File: config.mk
export PLATFORM = sky130hd
export DESIGN_NAME = buffer_recycle_cache_flat
export DESIGN_NICKNAME = d
export VERILOG_FILES = /design/src/rtl/brc_pkg.sv /design/src/rtl/brc_in_if.sv /design/src/rtl/brc_out_if.sv /design/src/rtl/brc_cell.sv /design/src/rtl/buffer_recycle_cache.sv /design/src/flat_wrapper.sv
export SDC_FILE = /design/constraint.sdc
export NUM_CORES = 2
export LEC_CHECK = 0
export ABC_AREA = 1
export BUFFER_PORTS_ARGS = -buffer_cell sky130_fd_sc_hd__buf_2
export CORE_MARGIN = 3
export CORE_UTILIZATION = 59
export DETAILED_ROUTE_END_ITERATION = 6
export PLACE_DENSITY = 0.86
export SETUP_SLACK_MARGIN = 0.05
export SYNTH_ARGS = -nofsm -noshare
export SYNTH_HDL_FRONTEND = slang
export SYNTH_HIERARCHICAL = 1
export SYNTH_SLANG_ARGS = --single-unit
File: constraint.sdc
create_clock -name clk -period 15.5 [get_ports clk]
set_input_delay 0.775 -clock clk [delete_from_list [all_inputs] [get_ports clk]]
set_output_delay 0.775 -clock clk [all_outputs]
set_load 0.01 [all_outputs]
File: src/rtl/brc_pkg.sv
// Shared types and constants for the buffer recycle cache.
package brc_pkg;

  // Default number of cache entries (cells in the chain)
  localparam int unsigned ENTRIES_DEF = 8;

  // Field widths
  localparam int unsigned SIZE_W  = 32;
  localparam int unsigned HDL_W   = 64;
  localparam int unsigned STAMP_W = 32;

  // Starting value of the oldest-stamp search
  localparam logic [STAMP_W-1:0] STAMP_MAX = 32'hFFFF_FFFF;

  // Request codes
  localparam logic MODE_TAKE    = 1'b0;
  localparam logic MODE_RELEASE = 1'b1;

  // Control group that travels down the cell chain with a request
  typedef struct packed {
    logic valid;   // a request occupies this stage
    logic mode;    // MODE_TAKE or MODE_RELEASE
    logic done;    // already served (take hit, insert, or null release)
    logic hit;     // take found a matching entry
    logic picked;  // a victim candidate has been recorded
  } brc_ctl_t;

endpackage

File: src/rtl/brc_in_if.sv
// Request channel: valid/ready handshake with take/release payload.
interface brc_in_if;
  logic                        valid;
  logic                        ready;
  logic                        mode;
  logic [brc_pkg::SIZE_W-1:0]  size_bytes;
  logic [brc_pkg::HDL_W-1:0]   handle;

  modport source (output valid, output mode, output size_bytes, output handle,
                  input ready);
  modport sink   (input valid, input mode, input size_bytes, input handle,
                  output ready);
endinterface

File: src/rtl/brc_out_if.sv
// Result channel: valid/ready handshake with hit and eviction payload.
interface brc_out_if;
  logic                        valid;
  logic                        ready;
  logic                        hit;
  logic [brc_pkg::HDL_W-1:0]   out_handle;
  logic                        evict_valid;
  logic [brc_pkg::HDL_W-1:0]   evict_handle;

  modport source (output valid, output hit, output out_handle, output evict_valid,
                  output evict_handle, input ready);
  modport sink   (input valid, input hit, input out_handle, input evict_valid,
                  input evict_handle, output ready);
endinterface

File: src/rtl/brc_cell.sv
// One cache entry. A request is registered on its way through: a take may claim
// the entry, a release may fill it if empty, otherwise the entry competes
// as the oldest victim. The chain end can overwrite the entry by index.
module brc_cell #(
  parameter int unsigned      IDX_W = 3,
  parameter logic [IDX_W-1:0] IDX   = '0
) (
  input  logic                          clk,
  input  logic                          rst_n,
  // request from the previous cell
  input  brc_pkg::brc_ctl_t             ctl_in,
  input  logic [brc_pkg::SIZE_W-1:0]    size_in,
  input  logic [brc_pkg::HDL_W-1:0]     hdl_in,
  input  logic [brc_pkg::STAMP_W-1:0]   stamp_in,
  input  logic [brc_pkg::HDL_W-1:0]     res_in,
  input  logic [brc_pkg::STAMP_W-1:0]   best_stamp_in,
  input  logic [IDX_W-1:0]              best_idx_in,
  // victim overwrite from the chain end
  input  logic                          wr_en,
  input  logic [IDX_W-1:0]              wr_idx,
  input  logic [brc_pkg::SIZE_W-1:0]    wr_size,
  input  logic [brc_pkg::HDL_W-1:0]     wr_hdl,
  input  logic [brc_pkg::STAMP_W-1:0]   wr_stamp,
  // request to the next cell
  output brc_pkg::brc_ctl_t             ctl_out,
  output logic [brc_pkg::SIZE_W-1:0]    size_out,
  output logic [brc_pkg::HDL_W-1:0]     hdl_out,
  output logic [brc_pkg::STAMP_W-1:0]   stamp_out,
  output logic [brc_pkg::HDL_W-1:0]     res_out,
  output logic [brc_pkg::STAMP_W-1:0]   best_stamp_out,
  output logic [IDX_W-1:0]              best_idx_out
);

  // Entry storage
  logic                          occ_r, occ_nxt;
  logic [brc_pkg::SIZE_W-1:0]    size_r, size_nxt;
  logic [brc_pkg::HDL_W-1:0]     hdl_r, hdl_nxt;
  logic [brc_pkg::STAMP_W-1:0]   stamp_r, stamp_nxt;

  // Outgoing request stage
  brc_pkg::brc_ctl_t             ctl_r, ctl_nxt;
  logic [brc_pkg::SIZE_W-1:0]    osize_r;
  logic [brc_pkg::HDL_W-1:0]     ohdl_r;
  logic [brc_pkg::STAMP_W-1:0]   ostamp_r;
  logic [brc_pkg::HDL_W-1:0]     res_r, res_nxt;
  logic [brc_pkg::STAMP_W-1:0]   bstamp_r, bstamp_nxt;
  logic [IDX_W-1:0]              bidx_r, bidx_nxt;

  logic live, take_hit, ins, older, wr_here;

  // Per-entry decisions
  always_comb begin
    live     = ctl_in.valid && !ctl_in.done;
    take_hit = live && (ctl_in.mode == brc_pkg::MODE_TAKE) && occ_r && (size_r == size_in);
    ins      = live && (ctl_in.mode == brc_pkg::MODE_RELEASE) && !occ_r;
    // strict compare keeps the lowest index on equal stamps
    older    = live && (ctl_in.mode == brc_pkg::MODE_RELEASE) && occ_r &&
               (!ctl_in.picked || (stamp_r < best_stamp_in));
    wr_here  = wr_en && (wr_idx == IDX);
  end

  // Entry update
  always_comb begin
    occ_nxt   = occ_r;
    size_nxt  = size_r;
    hdl_nxt   = hdl_r;
    stamp_nxt = stamp_r;
    if (take_hit) begin
      occ_nxt = 1'b0;
    end else if (ins) begin
      occ_nxt   = 1'b1;
      size_nxt  = size_in;
      hdl_nxt   = hdl_in;
      stamp_nxt = stamp_in;
    end else if (wr_here) begin
      size_nxt  = wr_size;
      hdl_nxt   = wr_hdl;
      stamp_nxt = wr_stamp;
    end
  end

  // Request hand-on
  always_comb begin
    ctl_nxt        = ctl_in;
    ctl_nxt.done   = ctl_in.done || take_hit || ins;
    ctl_nxt.hit    = ctl_in.hit || take_hit;
    ctl_nxt.picked = ctl_in.picked || older;
    res_nxt        = (take_hit || older) ? hdl_r : res_in;
    bstamp_nxt     = older ? stamp_r : best_stamp_in;
    bidx_nxt       = older ? IDX : best_idx_in;
  end

  always_ff @(posedge clk) begin
    if (!rst_n) begin
      occ_r <= 1'b0;
      ctl_r <= '0;
    end else begin
      occ_r <= occ_nxt;
      ctl_r <= ctl_nxt;
    end
    size_r   <= size_nxt;
    hdl_r    <= hdl_nxt;
    stamp_r  <= stamp_nxt;
    osize_r  <= size_in;
    ohdl_r   <= hdl_in;
    ostamp_r <= stamp_in;
    res_r    <= res_nxt;
    bstamp_r <= bstamp_nxt;
    bidx_r   <= bidx_nxt;
  end

  assign ctl_out        = ctl_r;
  assign size_out       = osize_r;
  assign hdl_out        = ohdl_r;
  assign stamp_out      = ostamp_r;
  assign res_out        = res_r;
  assign best_stamp_out = bstamp_r;
  assign best_idx_out   = bidx_r;

endmodule

File: src/rtl/buffer_recycle_cache.sv
// Channel | Dir | Handshake   | Payload
// in_ch   | in  | valid/ready | mode, size_bytes, handle
// out_ch  | out | valid/ready | hit, out_handle, evict_valid, evict_handle
//
// One transaction at a time walks the row of ENTRIES cells, one cell a cycle;
// its result is presented after the chain walk and the capture of the chain end,
// with the victim write and the result load on one edge.
// Synchronous active-low reset empties every entry and clears the counter.
// A stalled result holds in the output register; the next transaction is
// accepted once that result has been loaded, even while it waits.
module buffer_recycle_cache #(
  parameter int unsigned ENTRIES = brc_pkg::ENTRIES_DEF
) (
  input  logic      clk,
  input  logic      rst_n,
  brc_in_if.sink    in_ch,
  brc_out_if.source out_ch
);

  localparam int unsigned IDX_W = (ENTRIES > 1) ? $clog2(ENTRIES) : 1;

  typedef enum logic [1:0] {ST_IDLE, ST_RUN, ST_FIN} state_t;

  state_t                        state_r, state_nxt;
  logic [brc_pkg::STAMP_W-1:0]   cnt_r, cnt_nxt;

  // Chain entry stage
  brc_pkg::brc_ctl_t             req_ctl_r, req_ctl_nxt;
  logic [brc_pkg::SIZE_W-1:0]    req_size_r, req_size_nxt;
  logic [brc_pkg::HDL_W-1:0]     req_hdl_r, req_hdl_nxt;
  logic [brc_pkg::STAMP_W-1:0]   req_stamp_r, req_stamp_nxt;

  // Captured chain end
  brc_pkg::brc_ctl_t             fin_ctl_r, fin_ctl_nxt;
  logic [brc_pkg::SIZE_W-1:0]    fin_size_r, fin_size_nxt;
  logic [brc_pkg::HDL_W-1:0]     fin_hdl_r, fin_hdl_nxt;
  logic [brc_pkg::STAMP_W-1:0]   fin_stamp_r, fin_stamp_nxt;
  logic [brc_pkg::HDL_W-1:0]     fin_res_r, fin_res_nxt;
  logic [IDX_W-1:0]              fin_idx_r, fin_idx_nxt;

  // Output register
  logic                          out_valid_r, out_valid_nxt;
  logic                          out_hit_r, out_hit_nxt;
  logic [brc_pkg::HDL_W-1:0]     out_hdl_r, out_hdl_nxt;
  logic                          out_ev_r, out_ev_nxt;
  logic [brc_pkg::HDL_W-1:0]     out_evh_r, out_evh_nxt;

  // Chain links
  brc_pkg::brc_ctl_t             c_ctl   [ENTRIES+1];
  logic [brc_pkg::SIZE_W-1:0]    c_size  [ENTRIES+1];
  logic [brc_pkg::HDL_W-1:0]     c_hdl   [ENTRIES+1];
  logic [brc_pkg::STAMP_W-1:0]   c_stamp [ENTRIES+1];
  logic [brc_pkg::HDL_W-1:0]     c_res   [ENTRIES+1];
  logic [brc_pkg::STAMP_W-1:0]   c_bst   [ENTRIES+1];
  logic [IDX_W-1:0]              c_bidx  [ENTRIES+1];

  logic accept, fin_evict, load, wr_en;

  assign in_ch.ready = (state_r == ST_IDLE);
  assign accept      = in_ch.valid && in_ch.ready;

  // Head of the chain
  assign c_ctl[0]   = req_ctl_r;
  assign c_size[0]  = req_size_r;
  assign c_hdl[0]   = req_hdl_r;
  assign c_stamp[0] = req_stamp_r;
  assign c_res[0]   = '0;
  assign c_bst[0]   = brc_pkg::STAMP_MAX;
  assign c_bidx[0]  = '0;

  // Row of entry cells
  for (genvar g = 0; g < ENTRIES; g++) begin : g_cell
    brc_cell #(
      .IDX_W (IDX_W),
      .IDX   (IDX_W'(g))
    ) u_cell (
      .clk            (clk),
      .rst_n          (rst_n),
      .ctl_in         (c_ctl[g]),
      .size_in        (c_size[g]),
      .hdl_in         (c_hdl[g]),
      .stamp_in       (c_stamp[g]),
      .res_in         (c_res[g]),
      .best_stamp_in  (c_bst[g]),
      .best_idx_in    (c_bidx[g]),
      .wr_en          (wr_en),
      .wr_idx         (fin_idx_r),
      .wr_size        (fin_size_r),
      .wr_hdl         (fin_hdl_r),
      .wr_stamp       (fin_stamp_r),
      .ctl_out        (c_ctl[g+1]),
      .size_out       (c_size[g+1]),
      .hdl_out        (c_hdl[g+1]),
      .stamp_out      (c_stamp[g+1]),
      .res_out        (c_res[g+1]),
      .best_stamp_out (c_bst[g+1]),
      .best_idx_out   (c_bidx[g+1])
    );
  end

  // A release still unserved at the chain end replaces the oldest entry
  assign fin_evict = (fin_ctl_r.mode == brc_pkg::MODE_RELEASE) && !fin_ctl_r.done;
  assign load      = (state_r == ST_FIN) && (!out_valid_r || out_ch.ready);
  assign wr_en     = load && fin_evict;

  // Sequencer and registered outputs
  always_comb begin
    state_nxt     = state_r;
    cnt_nxt       = cnt_r;
    req_ctl_nxt   = '0;
    req_size_nxt  = req_size_r;
    req_hdl_nxt   = req_hdl_r;
    req_stamp_nxt = req_stamp_r;
    fin_ctl_nxt   = fin_ctl_r;
    fin_size_nxt  = fin_size_r;
    fin_hdl_nxt   = fin_hdl_r;
    fin_stamp_nxt = fin_stamp_r;
    fin_res_nxt   = fin_res_r;
    fin_idx_nxt   = fin_idx_r;
    out_valid_nxt = out_valid_r && !out_ch.ready;
    out_hit_nxt   = out_hit_r;
    out_hdl_nxt   = out_hdl_r;
    out_ev_nxt    = out_ev_r;
    out_evh_nxt   = out_evh_r;

    case (state_r)
      ST_IDLE: begin
        if (accept) begin
          req_ctl_nxt.valid = 1'b1;
          req_ctl_nxt.mode  = in_ch.mode;
          // null release is served on entry
          req_ctl_nxt.done  = (in_ch.mode == brc_pkg::MODE_RELEASE) && (in_ch.handle == '0);
          req_size_nxt      = in_ch.size_bytes;
          req_hdl_nxt       = in_ch.handle;
          req_stamp_nxt     = cnt_r;
          if ((in_ch.mode == brc_pkg::MODE_RELEASE) && (in_ch.handle != '0)) begin
            cnt_nxt = cnt_r + 1'b1;
          end
          state_nxt = ST_RUN;
        end
      end
      ST_RUN: begin
        if (c_ctl[ENTRIES].valid) begin
          fin_ctl_nxt   = c_ctl[ENTRIES];
          fin_size_nxt  = c_size[ENTRIES];
          fin_hdl_nxt   = c_hdl[ENTRIES];
          fin_stamp_nxt = c_stamp[ENTRIES];
          fin_res_nxt   = c_res[ENTRIES];
          fin_idx_nxt   = c_bidx[ENTRIES];
          state_nxt     = ST_FIN;
        end
      end
      ST_FIN: begin
        if (load) begin
          out_valid_nxt = 1'b1;
          out_hit_nxt   = fin_ctl_r.hit;
          out_hdl_nxt   = fin_ctl_r.hit ? fin_res_r : '0;
          out_ev_nxt    = fin_evict;
          out_evh_nxt   = fin_evict ? fin_res_r : '0;
          state_nxt     = ST_IDLE;
        end
      end
      default: begin
        state_nxt = ST_IDLE;
      end
    endcase
  end

  always_ff @(posedge clk) begin
    if (!rst_n) begin
      state_r     <= ST_IDLE;
      cnt_r       <= '0;
      req_ctl_r   <= '0;
      out_valid_r <= 1'b0;
    end else begin
      state_r     <= state_nxt;
      cnt_r       <= cnt_nxt;
      req_ctl_r   <= req_ctl_nxt;
      out_valid_r <= out_valid_nxt;
    end
    req_size_r  <= req_size_nxt;
    req_hdl_r   <= req_hdl_nxt;
    req_stamp_r <= req_stamp_nxt;
    fin_ctl_r   <= fin_ctl_nxt;
    fin_size_r  <= fin_size_nxt;
    fin_hdl_r   <= fin_hdl_nxt;
    fin_stamp_r <= fin_stamp_nxt;
    fin_res_r   <= fin_res_nxt;
    fin_idx_r   <= fin_idx_nxt;
    out_hit_r   <= out_hit_nxt;
    out_hdl_r   <= out_hdl_nxt;
    out_ev_r    <= out_ev_nxt;
    out_evh_r   <= out_evh_nxt;
  end

  assign out_ch.valid        = out_valid_r;
  assign out_ch.hit          = out_hit_r;
  assign out_ch.out_handle   = out_hdl_r;
  assign out_ch.evict_valid  = out_ev_r;
  assign out_ch.evict_handle = out_evh_r;

endmodule
File: src/flat_wrapper.sv
// flat-port wrapper written by rule: the top's interface ports become plain ports
module buffer_recycle_cache_flat 
#(
  parameter int unsigned ENTRIES = brc_pkg::ENTRIES_DEF
)
  (clk, rst_n, in_ch_valid, in_ch_mode, in_ch_size_bytes, in_ch_handle, in_ch_ready, out_ch_valid, out_ch_hit, out_ch_out_handle, out_ch_evict_valid, out_ch_evict_handle, out_ch_ready);
  brc_in_if in_ch_i ();
  brc_out_if out_ch_i ();
  input  logic clk;
  input  logic rst_n;
  input wire logic [$bits(in_ch_i.valid)-1:0] in_ch_valid;
  input wire logic [$bits(in_ch_i.mode)-1:0] in_ch_mode;
  input wire logic [$bits(in_ch_i.size_bytes)-1:0] in_ch_size_bytes;
  input wire logic [$bits(in_ch_i.handle)-1:0] in_ch_handle;
  output wire logic [$bits(in_ch_i.ready)-1:0] in_ch_ready;
  output wire logic [$bits(out_ch_i.valid)-1:0] out_ch_valid;
  output wire logic [$bits(out_ch_i.hit)-1:0] out_ch_hit;
  output wire logic [$bits(out_ch_i.out_handle)-1:0] out_ch_out_handle;
  output wire logic [$bits(out_ch_i.evict_valid)-1:0] out_ch_evict_valid;
  output wire logic [$bits(out_ch_i.evict_handle)-1:0] out_ch_evict_handle;
  input wire logic [$bits(out_ch_i.ready)-1:0] out_ch_ready;
  assign in_ch_i.valid = in_ch_valid;
  assign in_ch_i.mode = in_ch_mode;
  assign in_ch_i.size_bytes = in_ch_size_bytes;
  assign in_ch_i.handle = in_ch_handle;
  assign in_ch_ready = in_ch_i.ready;
  assign out_ch_valid = out_ch_i.valid;
  assign out_ch_hit = out_ch_i.hit;
  assign out_ch_out_handle = out_ch_i.out_handle;
  assign out_ch_evict_valid = out_ch_i.evict_valid;
  assign out_ch_evict_handle = out_ch_i.evict_handle;
  assign out_ch_i.ready = out_ch_ready;
  buffer_recycle_cache #(.ENTRIES(ENTRIES)) u_core (.clk(clk), .rst_n(rst_n), .in_ch(in_ch_i), .out_ch(out_ch_i));
endmodule
==> impl_metrics.py <==
metrics = {
    "critical_path": {
        "startpoint_type": "flop",
        "path_common_cell": "buf_4",
        "cp-end-kind": "flop",
        "cp_slowest_cell": "nor3_1",
        "worst-r2r-cell-count": 8,
        "crit_chain": "nor2_1 > inv_2 > buf_4 > nor3_1 > a21oi_1 > a31oi_4 > buf_4 > buf_4",
        "required_ns": 16.03,
        "cpPeakStageDelay_ns": 1.30,
        "critPathKind": "reg -> reg",
        "arrival_ns": 5.88,
        "crit_fanout": 65,
    },
    "grt": {
        "grt-ovfl-total": 0,
        "grtUsageTotal": 0.2824,
        "grt_pass1_wl_um": 453800,
        "grt_pass1_vias": 82260,
        "antenna_found_initial": 13,
        "grt_max_degree": 112,
    },
    "layout": {
        "fin_util": 0.6692,
        "drive_gt1_frac": 0.1313,
        "multi_input_area_um2": 32740,
        "area_delta_synth_final_pct": 12.69,
        "nets": 11450,
        "regArea_um2": 81860,
        "nFillCells": 12590,
    },
    "drt": {
        "drt_iter0_markers": 9564,
        "route.detailed.drc": 19,
        "detail-route-antenna-nets": 0,
        "vias": 79630,
        "routedWlPerCell_um": 21.24,
        "drtPass1Iterations": 7,
        "via_per_inst": 5.679,
        "totalWireLength_um": 297900,
    },
    "cts": {
        "cts.sinks": 3349,
        "clk_pin_slew_ns": 0.06,
        "post_cts_buffers": 0,
        "cts_tree": "built",
        "clk_latency_ns": 0.98,
        "htreeDepth": 5,
        "post_cts_resize_count": 0,
        "cts-hold-fix-buffers": 64,
        "cts_root_buffer": "clkbuf_16",
        "cts_made_buffers": 330,
        "clk_path_buf_depth": 4,
    },
    "power_and_ir_drop": {
        "p_per_area_nw_per_um2": 134.1,
        "ir_drop_uv": 110.7,
        "leakagePower_nw": 58.19,
        "total_power_mw": 17.95,
    },
    "floorplanning": {
        "fp-row-count": 164,
        "start_util": 0.5938,
        "pin_count": 233,
        "die_w_um": 454.7,
        "die_area_um2": 206800,
        "core_area_um2": 200100,
        "die_h_um": 454.7,
    },
    "timing": {
        "clock-skew-final_ns": 0.09084,
        "worst_pin_slew_ns": 1.563,
        "finalCritPeriodShare": 0.3453,
        "fin_setup_tns_ns": 0,
        "max_freq_ghz": 0.1868,
        "setup_violations": 0,
        "slew_headroom": -0.05032,
        "finalHoldViolCount": 0,
        "slew_violations": 9,
        "rsz0062_at_grt": "no",
        "hold_slack_ns": 0.04899,
        "fin_ws_ns": 10.15,
        "min_period_ns": 5.352,
    },
    "logic_synthesis": {
        "synth_area_um2": 118800,
        "netlist_instances": 10670,
        "syn_area_per_cell_um2": 11.14,
        "yosysWarnings": 6,
    },
    "outcome": {
        "failed_checks": "DRC, capacitance limit, slew limit",
        "status": "finished, violations left",
    },
    "place": {
        "gp_congestion": 0.8699,
        "port_buffers": 232,
        "hpwl_um": 168800,
        "pre_cts_ws_ns": 10.27,
    },
    "hold_path": {
        "whs_path_depth": 1,
        "hold_class": "in -> reg",
    },
    "job": {
        "max-cap-violations": 1,
    },
}
==> layer usage <==
layer,global-route usage,wire length (µm)
met2,0.4758,144700
met1,0.3307,105000
met5,0,55
met3,0.05991,29410
met4,0.1768,18720
==> report_power, final <==
group,leakage [nW],total (mW),switching (mW),internal [mW]
Combinational,23.7,0.353,0.210,0.143
Sequential,29.1,9.61,0.161,9.45
Clock,5.30,7.99,3.30,4.69
Total,58.2,18.0,3.67,14.3
==> stage by stage <==
step	cell area, µm²	instances
after floorplan	119300	10800
after global placement	122400	13360
after detailed placement	122400	13360
after CTS	133900	14010
after global routing	133900	14010
final	133900	14020
==> area by class of cell <==
type	count	share of cell area
repair buffers	374	0.01792
well taps	2656	0.02482
multi-input cells	6320	0.2446
diodes	10	0.0001869
inverters	725	0.02044
clock buffers	474	0.07194
flip-flops and latches	3349	0.6114
clock inverters	113	0.008701
==> worst paths after layout <==
path	start	endpoint	slack, ns
min reg2reg	u_core/g_cell[1].u_cell/stamp_out[3]	u_core/g_cell[2].u_cell/stamp_out[3]	0.31
min	in_ch_handle[20]	u_core/req_hdl_r[20]	0.05
max reg2reg	u_core/fin_ctl_r[2]	u_core/g_cell[0].u_cell/size_r[16]	10.15
max	u_core/fin_ctl_r[2]	u_core/g_cell[0].u_cell/size_r[16]	10.15
==> worst max-delay path, delay by kind of cell, from the launching register on <==
| kind | cells | cell delay [ns] |
|---|---|---|
| flops | 1 | 0.37 |
| compound gates | 2 | 1.00 |
| simple gates | 2 | 1.47 |
| buf+inv | 4 | 1.94 |
==> registers in the layout, summed over array words and instances (netlist names), 39 cells and up <==
register / flops
u_core/g_cell.u_cell/stamp_r: 256
u_core/out_ch.evict_handle: 64
u_core/fin_hdl_r: 64
u_core/g_cell.u_cell/hdl_out: 512
u_core/g_cell.u_cell/size_r: 256
u_core/fin_res_r: 64
u_core/req_hdl_r: 64
u_core/g_cell.u_cell/res_out: 512
u_core/g_cell.u_cell/stamp_out: 256
u_core/g_cell.u_cell/best_stamp_out: 224
u_core/g_cell.u_cell/ctl_out: 39
u_core/g_cell.u_cell/hdl_r: 512
u_core/g_cell.u_cell/size_out: 256
u_core/out_ch.out_handle: 64
==> placed cells by master (no fill, tap or decap), types with 34 or more instances in the layout <==
cell type         n
or2_2            73
clkbuf_1         81
nand3_1         599
dfxtp_1        1869
nand3_2          42
nand4_1          72
a21oi_1         131
xnor2_1         101
buf_4            77
clkbuf_16       348
conb_1          134
inv_2            34
xor2_1           48
nor2_1          331
ha_1            249
edfxtp_1       1480
clkinv_2         45
dlygate4sd3_1    64
nand2_1        3743
mux2_2          460
buf_2           232
inv_1           682
o21ai_0         145
clkbuf_8         45
nor3_1           35
Note: power is estimated with default switching activity, not from simulation.
